==> src/hw/rtl/wsr_queue.sv <==
// Small register FIFO between the scan front and the pointer back end.
`default_nettype none

module wsr_queue #(
    parameter int WIDTH = 8,
    parameter int DEPTH = 4
) (
    input  wire logic             clk,
    input  wire logic             rst_n,
    input  wire logic             push,
    input  wire logic [WIDTH-1:0] push_data,
    output logic                  full,
    input  wire logic             pop,
    output logic [WIDTH-1:0]      pop_data,
    output logic                  empty
);
    localparam int PW = (DEPTH > 1) ? $clog2(DEPTH) : 1;
    localparam int CW = $clog2(DEPTH + 1);

    logic [WIDTH-1:0] mem_reg [DEPTH];
    logic [PW-1:0]    wr_ptr_reg, wr_ptr_next;
    logic [PW-1:0]    rd_ptr_reg, rd_ptr_next;
    logic [CW-1:0]    count_reg, count_next;
    logic             do_push, do_pop;

    assign full     = (count_reg == CW'(DEPTH));
    assign empty    = (count_reg == '0);
    assign do_push  = push && !full;
    assign do_pop   = pop && !empty;
    assign pop_data = mem_reg[rd_ptr_reg];

    always_comb
    begin
        wr_ptr_next = wr_ptr_reg;
        rd_ptr_next = rd_ptr_reg;
        count_next  = count_reg;
        if (do_push)
        begin
            wr_ptr_next = (wr_ptr_reg == PW'(DEPTH - 1)) ? '0 : wr_ptr_reg + 1'b1;
        end
        if (do_pop)
        begin
            rd_ptr_next = (rd_ptr_reg == PW'(DEPTH - 1)) ? '0 : rd_ptr_reg + 1'b1;
        end
        if (do_push && !do_pop)
        begin
            count_next = count_reg + 1'b1;
        end
        else if (do_pop && !do_push)
        begin
            count_next = count_reg - 1'b1;
        end
    end

    always_ff @(posedge clk or negedge rst_n)
    begin
        if (!rst_n)
        begin
            wr_ptr_reg <= '0;
            rd_ptr_reg <= '0;
            count_reg  <= '0;
        end
        else
        begin
            wr_ptr_reg <= wr_ptr_next;
            rd_ptr_reg <= rd_ptr_next;
            count_reg  <= count_next;
        end
    end

    always_ff @(posedge clk)
    begin
        if (do_push)
        begin
            mem_reg[wr_ptr_reg] <= push_data;
        end
    end

endmodule

`default_nettype wire

==> config.mk <==
export PLATFORM = sky130hd
export DESIGN_NAME = wsr_queue
export DESIGN_NICKNAME = d
export VERILOG_FILES = /design/src/hw/rtl/wsr_queue.sv
export SDC_FILE = /design/constraint.sdc
export NUM_CORES = 1
export LEC_CHECK = 0
export CAP_MARGIN = 5
export CORE_ASPECT_RATIO = 1.1
export CORE_MARGIN = 3
export CORE_UTILIZATION = 50
export DETAILED_ROUTE_END_ITERATION = 8
export DONT_BUFFER_PORTS = 1
export REMOVE_ABC_BUFFERS = 1
export SLEW_MARGIN = 20
export SYNTH_ARGS = -nofsm -noshare
export SYNTH_HDL_FRONTEND = slang
export SYNTH_SLANG_ARGS = --single-unit
==> constraint.sdc <==
create_clock -name clk -period 3.84 [get_ports clk]
set_clock_uncertainty 0.2 [all_clocks]
set_input_delay 0.192 -clock clk [delete_from_list [all_inputs] [get_ports clk]]
set_output_delay 0.192 -clock clk [all_outputs]
set_load 0.01 [all_outputs]
======== Yosys cells after proc, flatten, opt, wreduce, memory -nomap -nowiden ========
Memories as Yosys holds them, arrays and structs flattened.
Index checks and enable logic that the tools add are counted.
storage, ports and cells
  bits in registers ....................... 7
  memory bits (writable) .................. 32
  input bits .............................. 12
  output and inout port bits .............. 10
  logic and storage cells ................. 27
  memories ................................ 1
operators by class
  add/sub/neg operators ................... 4
  equal/unequal tests ..................... 3
  mux-type cells .......................... 6
  reductions and logical operators ........ 10
memories
  memory   depth  bits a word  read ports  clocked after Yosys merged registers in  write ports  RTL line  source
  mem_reg  4      8            1           0                                        1            20        logic [WIDTH-1:0] mem_reg [DEPTH];
operator list
  kind                 count
  $mux 3               2
  $add 2x1->2 const B  2
  $eq 2x2->1 const B   2
  $logic_and 1x1->1    4
  $logic_not 1->1      4
  $mux 2               2
  $add 3x1->3 const B  1
  $eq 3x3->1 const B   1
  $logic_not 3->1      1
  $sub 3x1->3 const B  1
  $mux 1               2
  $reduce_bool 2->1    1

======== Longest topological paths before layout ========
Gate-level depths: netlist of the first run.
  depth after elaboration ................. 7
  mapped depth ............................ 9
  depth with buffers taken out ............ 8

======== Worst setup path before layout of the first run ========
No wires, ideal clock.
  path type ............................... register to register
  from .................................... register count_reg[0]
  to ...................................... register count_reg[2]
  arrival time ............................ 1.984 ns
  data required time ...................... 3.561 ns
  slack ................................... 1.576 ns
  cell stages (with the launch flop) ...... 9
  path buffers ............................ 0
  cell sequence ........................... dfrtp_1 -> nor3_1 -> nand2b_4 -> ha_1 -> inv_1 -> fa_1 -> xor2_1 -> nor2_1 -> xor2_1
on the way
  longest elaborated chain between the ends .. 6
  elaborated cells on any way between the ends .. 15
  those cells by class .................... add/sub (2); eq/ne (1); mux (2); reduce/logical (10)
ends and longest elaborated chain
  item                                         RTL line  source
  start, declared                              23        logic [CW-1:0] count_reg, count_next;
  start signal, assigned                       67        count_reg <= count_next;
  $logic_not 3->1 *                            27        assign empty = (count_reg == '0);
  named net empty                              15        output logic empty
  $logic_not 1->1 *                            29        assign do_pop = pop && !empty;
  $logic_and 1x1->1 *                          29
  $logic_not 1->1                              45        if (do_push && !do_pop)
  $logic_and 1x1->1                            45
  $mux 3 or $reduce_bool 2->1 (tied branches)  -
Mark *: on every way through the listed nets, which the timed path passes. The rest lies on a longest branch. The select of a mux whose other input is x is not followed.
A chain may end at the register's enable or synchronous reset.

======== Worst setup path after layout of the first run ========
Ends and elaborated chain as after synthesis.

==> results.cfg, run 1 <==
[yosys]
synthCells = 79
yosysTopAreaCellShare = 0.593
yosys.area_share.simple = 0.0541
mappedNetlistArea_mm2 = 0.00162
ys_top_cells_by_area = edfxtp_1 (59%), mux4_2 (11%), dfrtp_1 (11%)
post_synth_xor_xnor_area = 0.0162
adder_cell_share_of_the_synthesized_area = 0.0587
synth.largest_area_cell = edfxtp_1
synth_compound_area_frac = 0
yosys_warnings = 0
muxShareOfSynthArea = 0.151
dominant_combinational_cell_family_by_area_after_synthesis = multiplexers
synth.yosys.seq_area_share = 0.701
syn_avg_cell_area_um2 = 20.5
yosys_register_bits = 39
yosys.cell_types.count = 19

[run_status]
status = complete, no violations

[finish]
mostFrequentLayoutCells = edfxtp_1 (32), dlygate4sd3_1 (11), mux4_2 (8), dfrtp_1 (7), ha_1 (6)
antenna_cells_inserted = 0
largest_register_ffs = 32
layout-drive-gt1-share = 0.295
finalNonFillerCells = 129
area_delta_synth_final_pct = 13.2
sequential_cell_area_mm2 = 0.00114
n_fill_cell = 227
multi_input_comb_area_um2 = 453
finish.net_count = 113
postLayoutCellArea_mm2 = 0.00183
final_common_cell = edfxtp_1

[timing]
slew_headroom = 0.612
final.setup.tns_ns = 0
final_hold_viol_count = 0
period_share = 0.630
post-route-min-period_ns = 2.42
timing.fmax_mhz = 413
rsz0062_at_grt = no
finalMaxSlewViolations = 0
final_report_setup_violation_count = 0
tightestPinTransition_ns = 0.581

[global_routing]
grt_start_max_net_pins = 14
antenna_violations_before_repair = 0
gr-total-overflow = 0
vias_in_the_first_global_route = 736
grt_util_all_layers = 0.143
grt_pass1_wl_mm = 3.81

[power]
ir_drop_mv = 0.485
p_seq_frac = 0.507
finalPower_mw = 1.33
internal-power_mw = 0.920
pwr_density_cell_mw_per_mm2 = 724
leakagePower_nw = 0.660
power_switching_mw = 0.408
clockPowerShare = 0.203
p_comb_frac = 0.290
power.share.switching = 0.307

[clock_tree]
cts-root-buf = clkbuf_4
clk_latency_ns = 0.34
tritoncts = done
clock_sinks = 39
cts_clk_pin_slew_worst_paths_ns = 0.11
max-clock-path-buffers = 2
cts.repair_timing.setup_buffer_count = 0
cts-htree-levels = 2
number_of_buffers_added_by_the_clock_tree_synthesis_step = 5
cts-resized-gates = 0
holdBufCountCts = 11

[place]
gp_congestion = 0.616
placedInstanceArea_mm2 = 0.00164
placement.io_buffers = 0
detailedPlacementHpwl_mm = 1.59
dp.cells = 110

[floorplanning]
die_h_um = 65.7
floorplan_core_area_mm2 = 0.00307
num_io_pins = 22
std_cell_rows = 21
initial_utilization = 0.527
dieArea_mm2 = 0.00396
horiz_die_dim_um = 60.3

[critical_path]
critical_path.max_fanout = 4
path_class = flip-flop to flip-flop
crit_path_start_kind = flip-flop
r2r_start = count_reg[0]
cp-end-kind = flip-flop
cp_data_required_time_ns = 3.91
crit_start = count_reg[0]
worstPathArrival_ns = 2.49

[min_path]
hold_removal_path_class = primary input to flip-flop
startpoint_of_the_most_critical_hold_path = push

[detailed_routing]
vias = 696
routed_wirelength_mm = 2.36
drt-pass1-iter-count = 4
number_of_design_rule_violations_left_after_detail_routing = 0
detail_route.wl_per_cell_um = 18.3
drtAntennaViolNets = 0
avgViaCountPerCell = 5.40
drt_iter0_markers = 11

[flow_run]
timing.max_cap.violations = 0
## worst max-delay path, stage by stage (launching register included)
cell and delay [ns]:
dfrtp_1 0.47, nor3_1 0.43, nand2b_4 0.24, ha_1 0.17, inv_1 0.06, fa_1 0.38
xor2_1 0.15, nor2_1 0.11, xor2_1 0.14
## path summary, 6_finish.rpt
kind	endpoint	slack (ns)	depth (start not counted)
max in group asynchronous	count_reg[2]	2.66	2
hold / removal	wr_ptr_reg[0]	0.07	2
setup reg to reg	count_reg[2]	1.42	8
min in group asynchronous	rd_ptr_reg[0]	0.51	2
hold reg to reg	count_reg[2]	0.31	1
setup / recovery	count_reg[2]	1.42	8
## power by group through the flow
stage,Clock [mW],Sequential [mW],Combinational [mW]
floorplan,0,0.657,0.321
global placement,0,0.682,0.367
detailed placement,0,0.689,0.379
CTS,0.279,0.679,0.396
global route,0.297,0.695,0.430
finish,0.270,0.673,0.385
## synth_stat cells, drive strengths merged
cell type	instances
buf	3
nor2b	1
nor3	1
inv	3
and2	4
fa	1
xor2	2
nor2	3
nor3b	1
mux4	8
mux2	5
nand2b	1
edfxtp	32
xnor2	1
ha	6
dfrtp	7
## stage by stage
| stage | util | setup WS [ns] | hold slack, ns |
|---|---|---|---|
| after global placement | 0.534 | 1.48 | -0.303 |
| after CTS | 0.597 | 1.38 | 0.0564 |
| after detailed placement | 0.534 | 1.40 | -0.303 |
| after global routing | 0.597 | 1.25 | 0.0499 |
| final | 0.597 | 1.42 | 0.0693 |
| after floorplan | - | 1.58 | -0.304 |
## per-layer routing
layer  wire length, µm  global-route usage  vias to the layer above  share of wire
li1                  -                   -                      330              -
met1              1010               0.181                      347           0.43
met2              1200               0.220                       16           0.51
met3               125              0.0629                        3          0.053
met4                22              0.0416                        0         0.0093
met5                 0                   0                        -              0
## logic make-up (layout without fill, tap and decap cells)
family,Yosys count,in the layout
fa+ha+maj,7,7
xor+xnor,3,3
flops,39,39
mux,13,13
buf+inv,6,22
simple gates,11,11
## area by class of cell
| class | count | area share |
|---|---|---|
| multi-input combinational | 34 | 0.247 |
| sequential | 39 | 0.619 |
| clock buffer | 5 | 0.0205 |
| tap | 34 | 0.0232 |
| inverter | 3 | 0.00614 |
| timing repair buffer | 11 | 0.0600 |
| clock inverter | 3 | 0.0239 |
Power figures use the tool's default switching activity.
==> inputs of run 2 (changes only) <==
==> constraint.sdc (replaced) <==
create_clock -name clk -period 2.3 [get_ports clk]
set_clock_uncertainty 0.2 [all_clocks]
set_input_delay 0.115 -clock clk [delete_from_list [all_inputs] [get_ports clk]]
set_output_delay 0.115 -clock clk [all_outputs]
set_load 0.01 [all_outputs]
==> run 2 against run 1 <==
Compared with the run above:
- total power is 61% higher
- wire length is 2.1% lower
- first-iteration DRC count is 55% higher
- global-route usage is 0.57 points lower
- utilization is 0.24 points higher
- final area is 0.41% higher
- sequential share of layout area is 0.25 points lower
- sequential power is 68% higher
- critical endpoint unchanged
- highest routed layer unchanged
==> results.cfg, run 2 (synthesis gave the netlist of run 1 again) <==
[run_status]
status = complete, no violations

[critical_path]
cp_slowest_cell = dfrtp_1
path_class = flip-flop to flip-flop
worst_path_largest_cell_delay_ns = 0.43
critical_path_buf_inv_count = 1
critical_path.most_common_cell = xor2_1
cp-end-kind = flip-flop
critical_path.max_fanout = 7
worstPathArrival_ns = 2.25
path_cells = nor3b_4 -> nor2b_4 -> ha_1 -> inv_1 -> fa_1 -> xor2_1 -> nor2_1 -> xor2_1
cp_data_required_time_ns = 2.36
crit_path_start_kind = flip-flop
family_with_the_most_delay_on_the_worst_path = adder cells

[global_routing]
gr-total-overflow = 0
vias_in_the_first_global_route = 733
grt_start_max_net_pins = 13
grt_pass1_wl_mm = 3.61
antenna_violations_before_repair = 0
grt_util_all_layers = 0.137

[timing]
final_report_setup_violation_count = 0
tightestPinTransition_ns = 0.617
post-route-min-period_ns = 2.18
layout_setup_ws_ns = 0.116
rsz0062_at_grt = no
finalMaxSlewViolations = 0
period_share = 0.950
final.setup.tns_ns = 0
timing.fmax_mhz = 458
slew_headroom = 0.589
final_hold_viol_count = 0

[power]
leakagePower_nw = 0.663
power_switching_mw = 0.685
clockPowerShare = 0.155
power.share.switching = 0.321
pwr_density_cell_mw_per_mm2 = 1160
p_comb_frac = 0.315
p_seq_frac = 0.530
internal-power_mw = 1.45
finalPower_mw = 2.13
ir_drop_mv = 0.813

[place]
placedInstanceArea_mm2 = 0.00166
dp.cells = 112
pre_cts_ws_ns = 0.0476
gp_congestion = 0.674
detailedPlacementHpwl_mm = 1.56
placement.io_buffers = 0

[finish]
layout-drive-gt1-share = 0.306
mostFrequentLayoutCells = edfxtp_1 (32), dlygate4sd3_1 (12), mux4_2 (8), dfrtp_1 (7), ha_1 (6)
final_common_cell = edfxtp_1
largest_register_ffs = 32
finalNonFillerCells = 132
area_delta_synth_final_pct = 13.7
postLayoutCellArea_mm2 = 0.00184
antenna_cells_inserted = 0
finish.net_count = 116

[clock_tree]
tritoncts = done
clock_sinks = 39
clk_latency_ns = 0.33
max-clock-path-buffers = 2
cts-root-buf = clkbuf_4
cts_clk_pin_slew_worst_paths_ns = 0.11
cts-htree-levels = 2
number_of_buffers_added_by_the_clock_tree_synthesis_step = 5

[detailed_routing]
drt_iter0_markers = 17
drtAntennaViolNets = 0
routed_wirelength_mm = 2.31
drt-pass1-iter-count = 3
detail_route.wl_per_cell_um = 17.5
vias = 717
avgViaCountPerCell = 5.43
number_of_design_rule_violations_left_after_detail_routing = 0

[floorplanning]
horiz_die_dim_um = 60.3
dieArea_mm2 = 0.00396
die_h_um = 65.7
initial_utilization = 0.527
floorplan_core_area_mm2 = 0.00307
std_cell_rows = 21
num_io_pins = 22

[flow_run]
timing.max_cap.violations = 0

[min_path]
hold_removal_path_class = primary input to flip-flop
-- run 2: metal layers --
layer / global-route usage / vias to the layer above / part of all wire
li1: - / 339 / -
met1: 0.169 / 356 / 0.43
met2: 0.209 / 16 / 0.49
met3: 0.0570 / 6 / 0.056
met4: 0.0582 / 0 / 0.019
met5: 0 / - / 0
-- run 2: path summary, 6_finish.rpt --
path / from / to / slack [ns] / cells past startpoint
hold / removal: push_data[4] / mem_reg[1][4] / 0.28 / 1
min in group asynchronous: rst_n / count_reg[0] / 0.43 / 2
hold reg to reg: count_reg[2] / count_reg[2] / 0.34 / 1
max in group asynchronous: rst_n / count_reg[2] / 1.23 / 2
setup / recovery: count_reg[2] / count_reg[2] / 0.12 / 8
setup reg to reg: count_reg[2] / count_reg[2] / 0.12 / 8
-- run 2: what timing repair did --
| item | 4_1_cts | 5_1_grt |
|---|---|---|
| buffers inserted | 0 | 0 |
| endpoints found under the hold margin | 45 | 0 |
| setup endpoints to repair | 0 | 1 |
| hold buffers | 12 | 0 |
| resized for setup | 0 | 2 |
-- run 2: power by group through the flow --
| stage | logic [mW] | clock network, mW | registers, mW |
|---|---|---|---|
| after floorplan | 0.536 | 0 | 1.10 |
| after global placement | 0.638 | 0 | 1.14 |
| after detailed placement | 0.655 | 0 | 1.15 |
| after CTS | 0.681 | 0.345 | 1.13 |
| after global routing | 0.737 | 0.374 | 1.16 |
| final | 0.672 | 0.330 | 1.13 |
-- run 2: layout make-up --
cell class | instances | area, µm²
flip-flops and latches | 39 | 1140
inverters | 3 | 11.3
multi-input cells | 34 | 463
clock buffers | 6 | 41.3
well taps | 34 | 42.5
repair buffers | 14 | 135
fillers | 217 | 1230
clock inverters | 2 | 12.5
-- run 2: stage by stage --
stage,util,hold WS (ns)
detailed placement,0.539,-0.380
floorplan,-,-0.381
finish,0.599,0.281
global placement,0.539,-0.380
CTS,0.596,0.265
global route,0.599,0.267
==> inputs of run 3 (changes only) <==
==> constraint.sdc (replaced) <==
create_clock -name clk -period 2.6 [get_ports clk]
set_clock_uncertainty 0.2 [all_clocks]
set_input_delay 0.13 -clock clk [delete_from_list [all_inputs] [get_ports clk]]
set_output_delay 0.13 -clock clk [all_outputs]
set_load 0.01 [all_outputs]
==> run 3 against run 2 <==
Compared with the run above:
- wire length rose by 1.7%
- first-iteration DRC count down 18%
- cell count decreased by 0.76%
- largest power group unchanged
==> results.cfg, run 3 (synthesis gave the netlist of run 1 again) <==
[run_status]
status = complete, no violations

[floorplanning]
dieArea_mm2 = 0.00396
floorplan_core_area_mm2 = 0.00307
num_io_pins = 22
initial_utilization = 0.527
die_h_um = 65.7
std_cell_rows = 21
horiz_die_dim_um = 60.3

[global_routing]
antenna_violations_before_repair = 0
grt_pass1_wl_mm = 3.83
top_usage_layer = met2
grt_start_max_net_pins = 13
gr-total-overflow = 0
grt.met2_usage = 0.224
grt_util_all_layers = 0.147
groute.layer.met3.usage = 0.0648
met1_usage = 0.182
vias_in_the_first_global_route = 735

[timing]
post-route-min-period_ns = 2.23
finalMaxSlewViolations = 0
final_report_setup_violation_count = 0
slew_headroom = 0.608
rsz0062_at_grt = no
period_share = 0.859
final.setup.tns_ns = 0
timing.fmax_mhz = 448
tightestPinTransition_ns = 0.589
final_hold_viol_count = 0

[critical_path]
path_class = flip-flop to flip-flop
crit_path_start_kind = flip-flop
cp-end-kind = flip-flop
worstRegToRegCells = 8
cp_data_required_time_ns = 2.66
worstPathArrival_ns = 2.30
critical_path.max_fanout = 7

[clock_tree]
max-clock-path-buffers = 2
cts-resized-gates = 0
cts-htree-levels = 2
clk_latency_ns = 0.33
number_of_buffers_added_by_the_clock_tree_synthesis_step = 5
cts-root-buf = clkbuf_4
cts.repair_timing.setup_buffer_count = 0
tritoncts = done
cts_clk_pin_slew_worst_paths_ns = 0.11
clock_sinks = 39
holdBufCountCts = 12

[power]
power.share.switching = 0.319
pwr_density_cell_mw_per_mm2 = 1010
ir_drop_mv = 0.662
p_seq_frac = 0.537
p_comb_frac = 0.310
internal-power_mw = 1.26
clockPowerShare = 0.152
power_switching_mw = 0.590
leakagePower_nw = 0.650

[detailed_routing]
vias = 724
drt-pass1-iter-count = 2
number_of_design_rule_violations_left_after_detail_routing = 0
avgViaCountPerCell = 5.53
drtAntennaViolNets = 0
routed_wirelength_mm = 2.35
drt_iter0_markers = 14
detail_route.wl_per_cell_um = 18.0

[finish]
layout.core_utilization = 0.593
mostFrequentLayoutCells = edfxtp_1 (32), dlygate4sd3_1 (12), mux4_2 (8), dfrtp_1 (7), ha_1 (6)
multi_input_comb_area_um2 = 453
finish.net_count = 115
largest_register_ffs = 32
sequential_cell_area_mm2 = 0.00114
n_fill_cell = 235
area_delta_synth_final_pct = 12.5
antenna_cells_inserted = 0
layout-drive-gt1-share = 0.278
final_common_cell = edfxtp_1

[place]
detailedPlacementHpwl_mm = 1.53
gp_congestion = 0.655
placement.io_buffers = 0

[min_path]
hold_path_depth = 1
hold_removal_path_class = primary input to flip-flop

[flow_run]
timing.max_cap.violations = 0
[run 3: stage by stage]
stage	instance area [µm²]	setup WS (ns)	power, mW	hold slack [ns]	instances
3_5_place_dp	1650	0.383	1.58	-0.365	111
4_1_cts	1820	0.347	1.88	0.277	131
3_3_place_gp	1650	0.423	1.56	-0.365	111
6_report	1820	0.367	1.85	0.290	131
2_1_floorplan	1600	0.336	1.44	-0.366	76
5_1_grt	1820	0.233	1.99	0.258	131
[run 3: power groups by stage]
| stage | clock network (mW) | registers, mW | logic, mW |
|---|---|---|---|
| floorplan | 0 | 0.970 | 0.474 |
| CTS | 0.295 | 1.00 | 0.587 |
| detailed placement | 0 | 1.02 | 0.564 |
| global placement | 0 | 1.01 | 0.554 |
| finish | 0.282 | 0.994 | 0.574 |
| global route | 0.327 | 1.03 | 0.635 |
[run 3: final cells by class]
class | instances | area share
Inverter | 3 | 0.00618
Clock inverter | 3 | 0.00824
Clock buffer | 5 | 0.0206
Tap cell | 34 | 0.0233
Sequential cell | 39 | 0.623
Multi-Input combinational cell | 34 | 0.248
Timing Repair Buffer | 13 | 0.0700
[run 3: critical path, stage by stage (launching register included)]
cell	delay (ns)
dfrtp_1	0.42
nor3b_4	0.18
nor2b_2	0.28
ha_1	0.24
inv_1	0.06
fa_1	0.37
xor2_1	0.15
nor2_1	0.11
xor2_1	0.15
[run 3: layer usage]
metal	share of wire	up-vias
li1	-	343
met1	0.43	360
met2	0.50	17
met3	0.060	4
met4	0.014	0
met5	0	-
[run 3: worst paths after layout]
path | from | end | slack (ns)
max | count_reg[2] | count_reg[2] | 0.37
min | push_data[4] | mem_reg[0][4] | 0.29
max reg2reg | count_reg[2] | count_reg[2] | 0.37
min reg2reg | count_reg[2] | count_reg[2] | 0.31
max in group asynchronous | rst_n | count_reg[0] | 1.49
min in group asynchronous | rst_n | wr_ptr_reg[1] | 0.45
